### config.mk
export PLATFORM = sky130hd
export DESIGN_NAME = descriptor_chain_free_list
export DESIGN_NICKNAME = d
export VERILOG_FILES = /design/src/rtl/dcfl_pkg.sv /design/src/rtl/descriptor_chain_free_list.sv /design/src/rtl/dcfl_ram.sv /design/src/rtl/dcfl_ctrl.sv /design/src/rtl/dcfl_datapath.sv
export SDC_FILE = /design/constraint.sdc
export NUM_CORES = 1
export LEC_CHECK = 0
export BUFFER_PORTS_ARGS = -buffer_cell sky130_fd_sc_hd__clkbuf_2
export CAP_MARGIN = 20
export CELL_PAD_IN_SITES_DETAIL_PLACEMENT = 1
export CELL_PAD_IN_SITES_GLOBAL_PLACEMENT = 1
export CORE_MARGIN = 5
export CORE_UTILIZATION = 53
export DETAILED_ROUTE_END_ITERATION = 10
export PLACE_DENSITY = 0.85
export SETUP_SLACK_MARGIN = 0.2
export SKIP_LAST_GASP = 1
export SYNTH_ARGS = -nofsm -noshare
export SYNTH_HDL_FRONTEND = slang
export SYNTH_SLANG_ARGS = --single-unit
export TNS_END_PERCENT = 100
### constraint.sdc
create_clock -name clk -period 5.75 [get_ports clk]
set_clock_uncertainty 0.2 [all_clocks]
set_input_delay 0.575 -clock clk [delete_from_list [all_inputs] [get_ports clk]]
set_output_delay 0.575 -clock clk [all_outputs]
set_load 0.05 [all_outputs]
### src/rtl/dcfl_pkg.sv
// ----------------------------------------------------------------------------
// dcfl_pkg
// Shared types and constants of the descriptor chain free list.
// ----------------------------------------------------------------------------
package dcfl_pkg;

    localparam int SLOT_W      = 6;
    localparam int COUNT_W     = 7;
    localparam int DEPTH       = 2 ** SLOT_W;
    localparam int MAX_ENTRIES = 64;

    localparam logic KIND_ALLOC = 1'b0;
    localparam logic KIND_FREE  = 1'b1;

    typedef enum logic [1:0] {
        STATUS_OK    = 2'd0,
        STATUS_SHORT = 2'd1,
        STATUS_ZERO  = 2'd2
    } status_t;

    // one descriptor table word
    typedef struct packed {
        logic              busy;
        logic              chained;
        logic [SLOT_W-1:0] link;
    } entry_t;

    localparam int ENTRY_W = $bits(entry_t);

    // controller -> datapath
    typedef struct packed {
        logic rebuild;
        logic start;
        logic read;
        logic step;
        logic refuse;
    } dcfl_cmd_t;

    // datapath -> controller
    typedef struct packed {
        logic refuse;
        logic is_free;
        logic busy;
        logic chained;
        logic last_one;
        logic out_free;
    } dcfl_stat_t;

endpackage

### src/rtl/descriptor_chain_free_list.sv
// ----------------------------------------------------------------------------
// descriptor_chain_free_list
// Linked free list of queue descriptors with chain allocate and free.
// ----------------------------------------------------------------------------
// Request channel (req_valid / req_stall): kind, chain_length, chain_head.
// An allocate pops chain_length descriptors from the free head and returns
// one response transaction per descriptor in chain order, last set on the
// final one. A zero length or one above the free count returns a single
// refusal response. A free walks the chain from chain_head while entries
// are busy, pushing each onto the free head, ends after an unchained one
// and returns one response carrying chain_head and the new free count.
// Response channel (rsp_valid / rsp_stall) comes from an output register.
// Config channel (cfg_valid / cfg_ready) writes ring_entries and rebuilds
// the list; it is ready only while no request is in flight.
// Sequence: a request is taken, then each descriptor takes a table read
// and then a table update. When the receiver stalls, the walk pauses on
// the entry whose response waits. Reset sets 64 entries, all free, linked
// in index order.
// ----------------------------------------------------------------------------
module descriptor_chain_free_list (
    input  logic                          clk,
    input  logic                          rst_n,
    input  logic                          req_valid,
    output logic                          req_stall,
    input  logic                          kind,
    input  logic [dcfl_pkg::COUNT_W-1:0]  chain_length,
    input  logic [dcfl_pkg::SLOT_W-1:0]   chain_head,
    output logic                          rsp_valid,
    input  logic                          rsp_stall,
    output logic [dcfl_pkg::SLOT_W-1:0]   slot,
    output logic                          last,
    output logic [1:0]                    status,
    output logic [dcfl_pkg::COUNT_W-1:0]  free_left,
    input  logic                          cfg_valid,
    output logic                          cfg_ready,
    input  logic [dcfl_pkg::COUNT_W-1:0]  ring_entries
);
    import dcfl_pkg::*;

    dcfl_cmd_t  cmd;
    dcfl_stat_t stat;

    dcfl_ctrl u_ctrl (
        .clk       (clk),
        .rst_n     (rst_n),
        .req_valid (req_valid),
        .req_stall (req_stall),
        .cfg_valid (cfg_valid),
        .cfg_ready (cfg_ready),
        .stat      (stat),
        .cmd       (cmd)
    );

    dcfl_datapath u_datapath (
        .clk          (clk),
        .rst_n        (rst_n),
        .cmd          (cmd),
        .stat         (stat),
        .ring_entries (ring_entries),
        .kind         (kind),
        .chain_length (chain_length),
        .chain_head   (chain_head),
        .rsp_valid    (rsp_valid),
        .rsp_stall    (rsp_stall),
        .slot         (slot),
        .last         (last),
        .status       (status),
        .free_left    (free_left)
    );

endmodule

### src/rtl/dcfl_ram.sv
// ----------------------------------------------------------------------------
// dcfl_ram
// Generic single write port, single read port RAM with registered read.
// ----------------------------------------------------------------------------
module dcfl_ram #(
    parameter int WIDTH = 8,
    parameter int DEPTH = 64
) (
    input  logic                     clk,
    input  logic                     we,
    input  logic [$clog2(DEPTH)-1:0] waddr,
    input  logic [WIDTH-1:0]         wdata,
    input  logic                     re,
    input  logic [$clog2(DEPTH)-1:0] raddr,
    output logic [WIDTH-1:0]         rdata
);

    logic [WIDTH-1:0] mem [DEPTH];
    logic [WIDTH-1:0] rdata_reg;

    always_ff @(posedge clk)
    begin
        if (we)
        begin
            mem[waddr] <= wdata;
        end
        if (re)
        begin
            rdata_reg <= mem[raddr];
        end
    end

    assign rdata = rdata_reg;

endmodule

### src/rtl/dcfl_ctrl.sv
// ----------------------------------------------------------------------------
// dcfl_ctrl
// Sequencer: accepts one transaction, then alternates table read and update
// until the chain is done; a refused request goes to a refusal instead.
// ----------------------------------------------------------------------------
module dcfl_ctrl (
    input  logic                clk,
    input  logic                rst_n,
    input  logic                req_valid,
    output logic                req_stall,
    input  logic                cfg_valid,
    output logic                cfg_ready,
    input  dcfl_pkg::dcfl_stat_t stat,
    output dcfl_pkg::dcfl_cmd_t  cmd
);
    import dcfl_pkg::*;

    typedef enum logic [3:0] {
        ST_IDLE   = 4'b0001,
        ST_READ   = 4'b0010,
        ST_UPDATE = 4'b0100,
        ST_REFUSE = 4'b1000
    } state_t;

    state_t state_reg;
    state_t state_next;
    logic   idle;
    logic   need_emit;

    assign idle      = (state_reg == ST_IDLE);
    assign cfg_ready = idle;
    // a configuration write wins over a request in the same cycle
    assign req_stall = !idle || cfg_valid;

    // an update produces a result unless the free walk goes on
    assign need_emit = !stat.is_free || !stat.busy || !stat.chained;

    always_comb
    begin
        state_next  = state_reg;
        cmd         = '0;
        cmd.rebuild = idle && cfg_valid;
        unique case (state_reg)
            ST_IDLE:
            begin
                if (req_valid && !cfg_valid)
                begin
                    cmd.start  = 1'b1;
                    state_next = stat.refuse ? ST_REFUSE : ST_READ;
                end
            end
            ST_READ:
            begin
                cmd.read   = 1'b1;
                state_next = ST_UPDATE;
            end
            ST_UPDATE:
            begin
                if (!need_emit || stat.out_free)
                begin
                    cmd.step = 1'b1;
                    if (stat.is_free)
                    begin
                        state_next = need_emit ? ST_IDLE : ST_READ;
                    end
                    else
                    begin
                        state_next = stat.last_one ? ST_IDLE : ST_READ;
                    end
                end
            end
            ST_REFUSE:
            begin
                if (stat.out_free)
                begin
                    cmd.refuse = 1'b1;
                    state_next = ST_IDLE;
                end
            end
            default:
            begin
                state_next = ST_IDLE;
            end
        endcase
    end

    always_ff @(posedge clk or negedge rst_n)
    begin
        if (!rst_n)
        begin
            state_reg <= ST_IDLE;
        end
        else
        begin
            state_reg <= state_next;
        end
    end

    a_read_then_update: assert property (@(posedge clk) disable iff (!rst_n)
        state_reg == ST_READ |=> state_reg == ST_UPDATE)
        else $error("table read not followed by update");

    a_no_start_while_busy: assert property (@(posedge clk) disable iff (!rst_n)
        cmd.start |-> !cmd.rebuild)
        else $error("request and rebuild in the same cycle");

    a_state_onehot: assert property (@(posedge clk) disable iff (!rst_n)
        $onehot(state_reg))
        else $error("state register not one-hot");

endmodule

### src/rtl/dcfl_datapath.sv
// ----------------------------------------------------------------------------
// dcfl_datapath
// Descriptor table, free head and count, chain cursor and result register.
// ----------------------------------------------------------------------------
module dcfl_datapath (
    input  logic                          clk,
    input  logic                          rst_n,
    input  dcfl_pkg::dcfl_cmd_t           cmd,
    output dcfl_pkg::dcfl_stat_t          stat,
    input  logic [dcfl_pkg::COUNT_W-1:0]  ring_entries,
    input  logic                          kind,
    input  logic [dcfl_pkg::COUNT_W-1:0]  chain_length,
    input  logic [dcfl_pkg::SLOT_W-1:0]   chain_head,
    output logic                          rsp_valid,
    input  logic                          rsp_stall,
    output logic [dcfl_pkg::SLOT_W-1:0]   slot,
    output logic                          last,
    output logic [1:0]                    status,
    output logic [dcfl_pkg::COUNT_W-1:0]  free_left
);
    import dcfl_pkg::*;

    logic [COUNT_W-1:0] ring_reg, ring_next;
    logic [COUNT_W-1:0] total_reg, total_next;
    logic [SLOT_W-1:0]  head_reg, head_next;
    logic [DEPTH-1:0]   valid_reg, valid_next;
    logic               kind_reg;
    logic [COUNT_W-1:0] count_reg;
    logic [SLOT_W-1:0]  cur_reg;
    logic [SLOT_W-1:0]  head_in_reg;
    status_t            refuse_code_reg;

    logic               rsp_valid_reg;
    logic [SLOT_W-1:0]  slot_reg;
    logic               last_reg;
    status_t            status_reg;
    logic [COUNT_W-1:0] left_reg;

    logic [COUNT_W-1:0] ring_clamped;
    logic [COUNT_W-1:0] succ;
    logic [SLOT_W-1:0]  dflt_link;
    logic [ENTRY_W-1:0] rd_word;
    entry_t             rd_raw;
    entry_t             cur_entry;
    entry_t             wr_entry;
    logic               we;
    logic               out_free;
    logic               emit;
    logic [SLOT_W-1:0]  emit_slot;
    logic               emit_last;
    status_t            emit_status;
    logic [COUNT_W-1:0] emit_left;
    logic [COUNT_W-1:0] total_inc;

    // descriptor table, registered read
    dcfl_ram #(
        .WIDTH (ENTRY_W),
        .DEPTH (DEPTH)
    ) u_table (
        .clk   (clk),
        .we    (we),
        .waddr (cur_reg),
        .wdata (wr_entry),
        .re    (cmd.read),
        .raddr (cur_reg),
        .rdata (rd_word)
    );

    assign rd_raw = entry_t'(rd_word);

    // entries not written since the last rebuild read as the rebuilt list
    assign succ      = {1'b0, cur_reg} + COUNT_W'(1);
    assign dflt_link = (succ < ring_reg) ? succ[SLOT_W-1:0] : '0;

    always_comb
    begin
        if (valid_reg[cur_reg])
        begin
            cur_entry = rd_raw;
        end
        else
        begin
            cur_entry.busy    = 1'b0;
            cur_entry.chained = 1'b0;
            cur_entry.link    = dflt_link;
        end
    end

    always_comb
    begin
        priority if (ring_entries == '0)
        begin
            ring_clamped = COUNT_W'(1);
        end
        else if (ring_entries > COUNT_W'(MAX_ENTRIES))
        begin
            ring_clamped = COUNT_W'(MAX_ENTRIES);
        end
        else
        begin
            ring_clamped = ring_entries;
        end
    end

    assign out_free  = !rsp_valid_reg || !rsp_stall;
    assign total_inc = (total_reg < ring_reg) ? total_reg + COUNT_W'(1) : total_reg;

    assign stat.refuse   = (kind == KIND_ALLOC)
                           && ((chain_length == '0) || (chain_length > total_reg));
    assign stat.is_free  = (kind_reg == KIND_FREE);
    assign stat.busy     = cur_entry.busy;
    assign stat.chained  = cur_entry.chained;
    assign stat.last_one = (count_reg == COUNT_W'(1));
    assign stat.out_free = out_free;

    always_comb
    begin
        ring_next   = ring_reg;
        total_next  = total_reg;
        head_next   = head_reg;
        valid_next  = valid_reg;
        we          = 1'b0;
        wr_entry    = cur_entry;
        emit        = 1'b0;
        emit_slot   = '0;
        emit_last   = 1'b1;
        emit_status = STATUS_OK;
        emit_left   = total_reg;

        if (cmd.rebuild)
        begin
            ring_next  = ring_clamped;
            total_next = ring_clamped;
            head_next  = '0;
            valid_next = '0;
        end

        if (cmd.start && !stat.refuse && (kind == KIND_ALLOC))
        begin
            total_next = total_reg - chain_length;
        end

        if (cmd.refuse)
        begin
            emit        = 1'b1;
            emit_status = refuse_code_reg;
        end

        if (cmd.step)
        begin
            if (kind_reg == KIND_ALLOC)
            begin
                we               = 1'b1;
                wr_entry.busy    = 1'b1;
                wr_entry.chained = !stat.last_one;
                valid_next[cur_reg] = 1'b1;
                emit             = 1'b1;
                emit_slot        = cur_reg;
                emit_last        = stat.last_one;
                if (stat.last_one)
                begin
                    head_next = cur_entry.link;
                end
            end
            else if (cur_entry.busy)
            begin
                we               = 1'b1;
                wr_entry.busy    = 1'b0;
                wr_entry.link    = head_reg;
                valid_next[cur_reg] = 1'b1;
                head_next        = cur_reg;
                total_next       = total_inc;
                emit             = !cur_entry.chained;
                emit_slot        = head_in_reg;
                emit_left        = total_inc;
            end
            else
            begin
                emit      = 1'b1;
                emit_slot = head_in_reg;
            end
        end
    end

    always_ff @(posedge clk or negedge rst_n)
    begin
        if (!rst_n)
        begin
            ring_reg      <= COUNT_W'(MAX_ENTRIES);
            total_reg     <= COUNT_W'(MAX_ENTRIES);
            head_reg      <= '0;
            valid_reg     <= '0;
            rsp_valid_reg <= 1'b0;
        end
        else
        begin
            ring_reg  <= ring_next;
            total_reg <= total_next;
            head_reg  <= head_next;
            valid_reg <= valid_next;
            if (emit)
            begin
                rsp_valid_reg <= 1'b1;
            end
            else if (!rsp_stall)
            begin
                rsp_valid_reg <= 1'b0;
            end
        end
    end

    always_ff @(posedge clk)
    begin
        if (cmd.start)
        begin
            kind_reg        <= kind;
            count_reg       <= chain_length;
            head_in_reg     <= chain_head;
            cur_reg         <= (kind == KIND_ALLOC) ? head_reg : chain_head;
            refuse_code_reg <= (chain_length == '0) ? STATUS_ZERO : STATUS_SHORT;
        end
        else if (cmd.step)
        begin
            count_reg <= count_reg - COUNT_W'(1);
            cur_reg   <= cur_entry.link;
        end
        if (emit)
        begin
            slot_reg   <= emit_slot;
            last_reg   <= emit_last;
            status_reg <= emit_status;
            left_reg   <= emit_left;
        end
    end

    assign rsp_valid = rsp_valid_reg;
    assign slot      = slot_reg;
    assign last      = last_reg;
    assign status    = status_reg;
    assign free_left = left_reg;

    a_count_guard: assert property (@(posedge clk) disable iff (!rst_n)
        total_reg <= ring_reg)
        else $error("free count above ring size");

    a_ring_range: assert property (@(posedge clk) disable iff (!rst_n)
        (ring_reg != '0) && (ring_reg <= COUNT_W'(MAX_ENTRIES)))
        else $error("ring size out of range");

    a_no_overwrite: assert property (@(posedge clk) disable iff (!rst_n)
        emit |-> out_free)
        else $error("result written over a pending transaction");

    a_alloc_debit: assert property (@(posedge clk) disable iff (!rst_n)
        cmd.start && !stat.refuse && (kind == KIND_ALLOC)
        |=> total_reg == $past(total_reg) - $past(chain_length))
        else $error("allocation did not debit the free count");

endmodule

; Word-level counts from Yosys, hierarchy flattened
; Memories as Yosys holds them, arrays and structs flattened. A register that Yosys moved wholly into a read port is not among the register bits.
; Index checks and enable logic that the tools add are counted.
[totals]
memories = 1
reg_bits = 127
ramBits = 512
[classes]
n_addsub = 4
bitwise = 3
order_cmp = 6
eq_ne = 9
reduce_logical = 27
muxes = 64
[mem_list]
columns = name, depth, width, rd, rd_clocked_by_memory_dff, write_ports, line
row1 = u_datapath.u_table.mem, 64, 8, 1, 1, 1, dcfl_ram.sv:18  ; logic [WIDTH-1:0] mem [DEPTH];
[op_table]
columns = operator, count
row1 = 2-to-1 mux 64 bit, 4
row2 = 2-to-1 mux 7 bit, 13
row3 = 2-to-1 mux 6 bit, 12
row4 = OR 64 bit, 1
row5 = 2-to-1 mux 1 bit, 22
row6 = 2-to-1 mux 4 bit, 5
row7 = 2-to-1 mux 8 bit, 2
row8 = case mux 4 bit (4 select lines), 1
row9 = zero test 7 bit, 2
row10 = less-than comparator 7 bit, 2
row11 = zero test 1 bit, 10
row12 = adder 6 x 1 -> 7 bit (second input constant), 1
row13 = adder 7 x 1 -> 7 bit (second input constant), 1
row14 = == test 7 x 1 -> 1 bit (second input constant), 1
row15 = > comparator 7 bit, 1
row16 = > comparator 7 bit (second input constant), 1
row17 = less-than comparator 6 x 7 -> 1 bit (second input constant), 1
row18 = subtractor 7 x 1 -> 7 bit (second input constant), 1
row19 = subtractor 7 bit, 1
row20 = binary-select mux 1 bit (select 6 bit), 1
row21 = demux 1 bit (select 6 bit), 1
row22 = >= comparator 6 x 1 -> 1 bit (second input constant), 1
row23 = logical AND 1 bit, 6
row24 = logical OR 1 bit, 6
row25 = 11 further kinds, 16

; Longest topological paths before layout
[depth]
word_depth = 14
mapped_depth = 13
mapped_depth_nobuf = 10

; Hierarchy
; From an unflattened synthesis, not the netlist that was laid out.
[unflattened]
hier_cells = 1662
hier_area_um2 = 27570.2
[by_module_without_submodules]
columns = module, seq_area_each_um2, area_each_um2, cells_per_inst, instances
row1 = dcfl_ram, 15615.0, 20246.9, 940, 1
row2 = dcfl_datapath, 3270.6, 7040.5, 688, 1
row3 = dcfl_ctrl, 101.3, 282.8, 34, 1

; Least setup slack after synthesis
; No wires, ideal clock.
[synth_timing]
kind = flip-flop to flip-flop
from = register u_datapath.cur_reg[2]
to = memory u_datapath.u_table.mem[0][5] (data pin)
slack_ps = 503
path_buffers = 3
t_arrival_ps = 4499
path_stages_with_launch = 13
cell_sequence = edfxtp_1 clkbuf_1 buf_2 buf_2 nand3_1 nor2_1 xor2_1 ha_1 a21oi_1 o21ai_0 a211oi_4 a22oi_1 a21oi_1
[synth_between]
elab_chain_cells = 11
word_cells_on_any_way = 17
cone_classes = add/sub (1) / order compare (1) / mux (9) / reduce/logical (6)
[synth_rtl]
columns = item, line
row1 = start: declaration, dcfl_datapath.sv:29  ; logic [SLOT_W-1:0] cur_reg;
row2 = start signal: assignment, dcfl_datapath.sv:219  ; cur_reg <= (kind == KIND_ALLOC) ? head_reg : chain_head;
row3 = start signal: assignment, dcfl_datapath.sv:225  ; cur_reg <= cur_entry.link;
row4 = "parallel branches: the longest is 2 deep, another holds adder 6 x 1 -> 7 bit", --
row5 = 2-to-1 mux 8 bit (*), dcfl_datapath.sv:77  ; if (valid_reg[cur_reg])
row6 = zero test 1 bit, dcfl_ctrl.sv:36  ; assign need_emit = !stat.is_free || !stat.busy || !stat.chained;
row7 = logical OR 1 bit (2 in a row), dcfl_ctrl.sv:36
row8 = zero test 1 bit, dcfl_ctrl.sv:59  ; if (!need_emit || stat.out_free)
row9 = logical OR 1 bit, dcfl_ctrl.sv:59
row10 = 2-to-1 mux 1 bit, dcfl_ctrl.sv:59
row11 = 2-to-1 mux 1 bit, dcfl_ctrl.sv:43  ; unique case (state_reg)
row12 = 2-to-1 mux 8 bit (*), dcfl_datapath.sv:149  ; if (cmd.step)
row13 = via u_datapath.u_table.wdata[5], dcfl_ram.sv:12  ; input logic [WIDTH-1:0] wdata,
row14 = end: declaration, dcfl_ram.sv:18
; Mark *: on every way through the listed nets, which the timed path passes. The select of a mux whose other input is x is not followed.

; Worst setup path in the final report
[layout_timing]
from = register u_datapath.cur_reg[0]
to = register u_datapath.count_reg[3] (enable)
[layout_between]
elab_chain_cells = 11
word_cells_on_any_way = 12
cone_classes = mux (5) / reduce/logical (7)
[layout_rtl]
columns = item, line
row1 = binary-select mux 1 bit (select 6 bit) (*), dcfl_datapath.sv:77
row2 = 2-to-1 mux 1 bit (implied by the code) (*), dcfl_datapath.sv:77
row3 = 2-to-1 mux 8 bit (*), dcfl_datapath.sv:77
row4 = zero test 1 bit, dcfl_ctrl.sv:36
row5 = logical OR 1 bit, dcfl_ctrl.sv:36
row6 = logical OR 1 bit (*), dcfl_ctrl.sv:36
row7 = zero test 1 bit (*), dcfl_ctrl.sv:59
row8 = logical OR 1 bit (*), dcfl_ctrl.sv:59
row9 = 2-to-1 mux 1 bit (*), dcfl_ctrl.sv:59
row10 = 2-to-1 mux 1 bit (*), dcfl_ctrl.sv:43
row11 = nonzero test 2 bit (no line) (*), --
row12 = end signal: assignment, dcfl_datapath.sv:217  ; count_reg <= chain_length;
row13 = end signal: assignment, dcfl_datapath.sv:224  ; count_reg <= count_reg - COUNT_W'(1);
row14 = end: declaration, dcfl_datapath.sv:28  ; logic [COUNT_W-1:0] count_reg;
; Mark *: on every way between the ends. The rest lies on a longest branch, timed or not. The select of a mux whose other input is x is not followed.
; A chain may end at the register's enable or synchronous reset.

==> impl_metrics.tcl <==
set metrics [dict create \
    diodes 0 \
    path_max_fanout 21 \
    post-cts-setup-buffer-count 0 \
    synth_top_area_share_pct 64.4 \
    io_buffer_count 44 \
    die_y_um 232 \
    worstMarginPinSlew_ps 1220 \
    gr-total-overflow 0 \
    grt_pass1_wl_um 119000 \
    p_switching_mw 3.13 \
    yosysUniqueCellTypes 78 \
    min_delay_path_depth 1 \
    worst_setup_path_end_kind "register" \
    clk_latency_ps 610 \
    p_leak_nw 9.84 \
    required_ps 5720 \
    die_area_um2 53600 \
    hold_end "u_datapath.head_in_reg[3]" \
    peakVddDrop_v 0.000275 \
    gp_congestion 0.976 \
    netlist_area_um2 26000 \
    tns_ps 0 \
    syn_area_per_cell_um2 15.0 \
    r2r_start "u_datapath.cur_reg[0]" \
    initial_utilization_pct 53.4 \
    r2r_slack_ps 590 \
    wl_per_cell_um 32.2 \
    drc 0 \
    antenna_found_initial 1 \
    clock_power_share_pct 37.3 \
    cp-start-kind "register" \
    synth_fp_nets 1782 \
    synth_commonest_cells "edfxtp_1, a22oi_1, nand2_1, nor2_1, dfrtp_1" \
    grt_max_degree 82 \
    relSlewSlack_pct 18.9 \
    via_count 17218 \
    numCtsBuffers 67 \
    synth.largest_area_cell "edfxtp_1" \
    hold_ws_ps 40.2 \
    hold_violations 0 \
    cts.clk_slew.worst_paths_ps 60 \
    cts_root_buffer "clkbuf_16" \
    dpl.hpwl_um 50000 \
    seq_area_frac_synth_pct 73.0 \
    min_path_type "in2reg" \
    power_frac_seq_pct 48.0 \
    slew_violations 0 \
    async_flop_share_pct 13.8 \
    arrival_ps 5130 \
    antenna_left 0 \
    drt_iter0_drc 2349 \
    ys_ff_latch 647 \
    yosys_warnings 0 \
    power_density_nw_per_um2 392 \
    worstReg2RegEnd "u_datapath.count_reg[3]" \
    core_area_um2 48700 \
    nets 1836 \
    syn_inst 1732 \
    layout-drive-gt1-share_pct 13.2 \
    die_x_um 232 \
    area_growth_pct 12.7 \
    design_area_um2 29300 \
    synthFlopType "edfxtp_1" \
    rsz0062_at_grt "false" \
    placed_area_um2 27000 \
    outcome "complete, no violations" \
    routed_wl_um 80600 \
    synth_area_leaders "edfxtp_1, dfrtp_1, a22oi_1, nand2_1, nor2_1" \
    rows 81 \
    cts_sinks 647 \
    intPower_mw 8.37 \
    yosysMostFrequentCell "edfxtp_1" \
    synth-edff-count 558 \
    h-tree-depth 3 \
    p_total_mw 11.5 \
    grt_pass1_vias 17997 \
    finalSetupViolCount 0 \
    hp-start "chain_head[3]" \
    maxCapViolCount 0 \
    cts_tree "yes" \
    worst-r2r-cell-count 9 \
    fin_crit_ps 5160 \
    gr-usage-all-layers_pct 29.8 \
    switching_share_pct 27.2 \
    cts_buffer_depth 3 \
    period_share_pct 89.7 \
    largest_reg_flops 512 \
    fmax_mhz 194 \
    via_per_inst 6.87 \
    path_class "reg2reg" \
    pin_count 45 \
    dr.pass1.iters 6 \
    p_comb_share_pct 14.6 \
]
## power groups by stage
stage          Combinational (mW)  Clock, mW  Sequential [mW]
2_1_floorplan               0.889          0             5.61
3_3_place_gp                 1.53          0             5.61
3_5_place_dp                 1.63          0             5.62
4_1_cts                      1.65       4.32             5.52
6_report                     1.68       4.29             5.52
5_1_grt                      1.77       4.57             5.53
## placed cells by master (no fill, tap or decap), types with 6 or more instances in the layout
cell           instances
nand3_1               22
a22o_1                32
nand3b_1               6
nand4_1               42
xnor2_1               16
o21ai_1               17
nor2_1               106
mux2i_1               17
mux4_2                 9
clkbuf_1              20
and3_1                 7
a22oi_1              207
xor2_1                 8
o211ai_1               8
clkbuf_8               6
a31oi_1               14
clkinv_2               7
nor2b_1               12
a21oi_4                6
mux4_1                 7
a221oi_1              34
buf_4                 50
a211oi_1               7
edfxtp_1             558
ha_1                  23
clkbuf_16             69
dfrtp_1               86
dlygate4sd3_1          6
nand2_1              125
a21oi_1               33
inv_1                 24
clkinv_1              11
nor3_1                 9
clkbuf_2              43
o21ai_0               76
and2_1                 7
## cell type report
type / count / area, um^2
Tap cell: 664 / 831
Timing Repair Buffer: 103 / 738
Clock buffer: 95 / 1880
Multi-Input combinational cell: 943 / 6510
Fill cell: 4469 / 19400
Clock inverter: 29 / 272
Sequential cell: 647 / 19000
Inverter: 24 / 90.1
## metrics by stage
stage,std cells,utilization [%],setup slack [ps]
floorplan,1732,-,503
global placement,2373,55.5,857
detailed placement,2373,55.5,703
CTS,2503,60.0,674
global route,2505,60.1,458
finish,2505,60.1,591
## what timing repair did
item                       4_1_cts  5_1_grt
hold endpoints to repair        13        0
gates resized for setup          0        0
hold buffers                     6        0
setup endpoints to repair        0        0
## worst max-delay path by stage
stage / from / to / slack (ps)
floorplan: u_datapath.cur_reg[2] / u_datapath.u_table.mem[0][5] / 500
global placement: u_datapath.cur_reg[0] / u_datapath.count_reg[0] / 860
detailed placement: u_datapath.cur_reg[0] / u_datapath.count_reg[6] / 700
CTS: u_datapath.cur_reg[0] / u_datapath.count_reg[3] / 670
global route: u_datapath.cur_reg[0] / u_datapath.count_reg[4] / 460
finish: u_datapath.cur_reg[0] / u_datapath.count_reg[3] / 590
## kinds of logic after synthesis
logic type,Yosys count,share of synthesized area (%)
adders and majority gates,24,1.18
muxes,37,2.33
and+or+nand+nor,381,7.21
AOI/OAI and AO/OA,477,13.0
buffers and inverters,142,2.48
DFF,647,73.0
xor gates and xnor gates,24,0.808
## critical path, cell delays in order (launching register included)
cell and delay [ps]:
edfxtp_1 1100, buf_4 300, mux4_1 540, nand3_1 120, a31oi_1 110, or3b_1 670
and3_4 340, and2_4 170, o21ai_2 520, nand2_1 640
## routing by layer
metal	part of all wire (%)	routed length (um)	GRT usage, %	vias up
met1	37	30000	38.7	8870
met4	4.8	3860	12.3	0
met5	0	0	0	-
met2	49	39100	48.7	1116
li1	-	-	-	6959
met3	9.5	7630	6.98	273
Power figures use the tool's default switching activity.
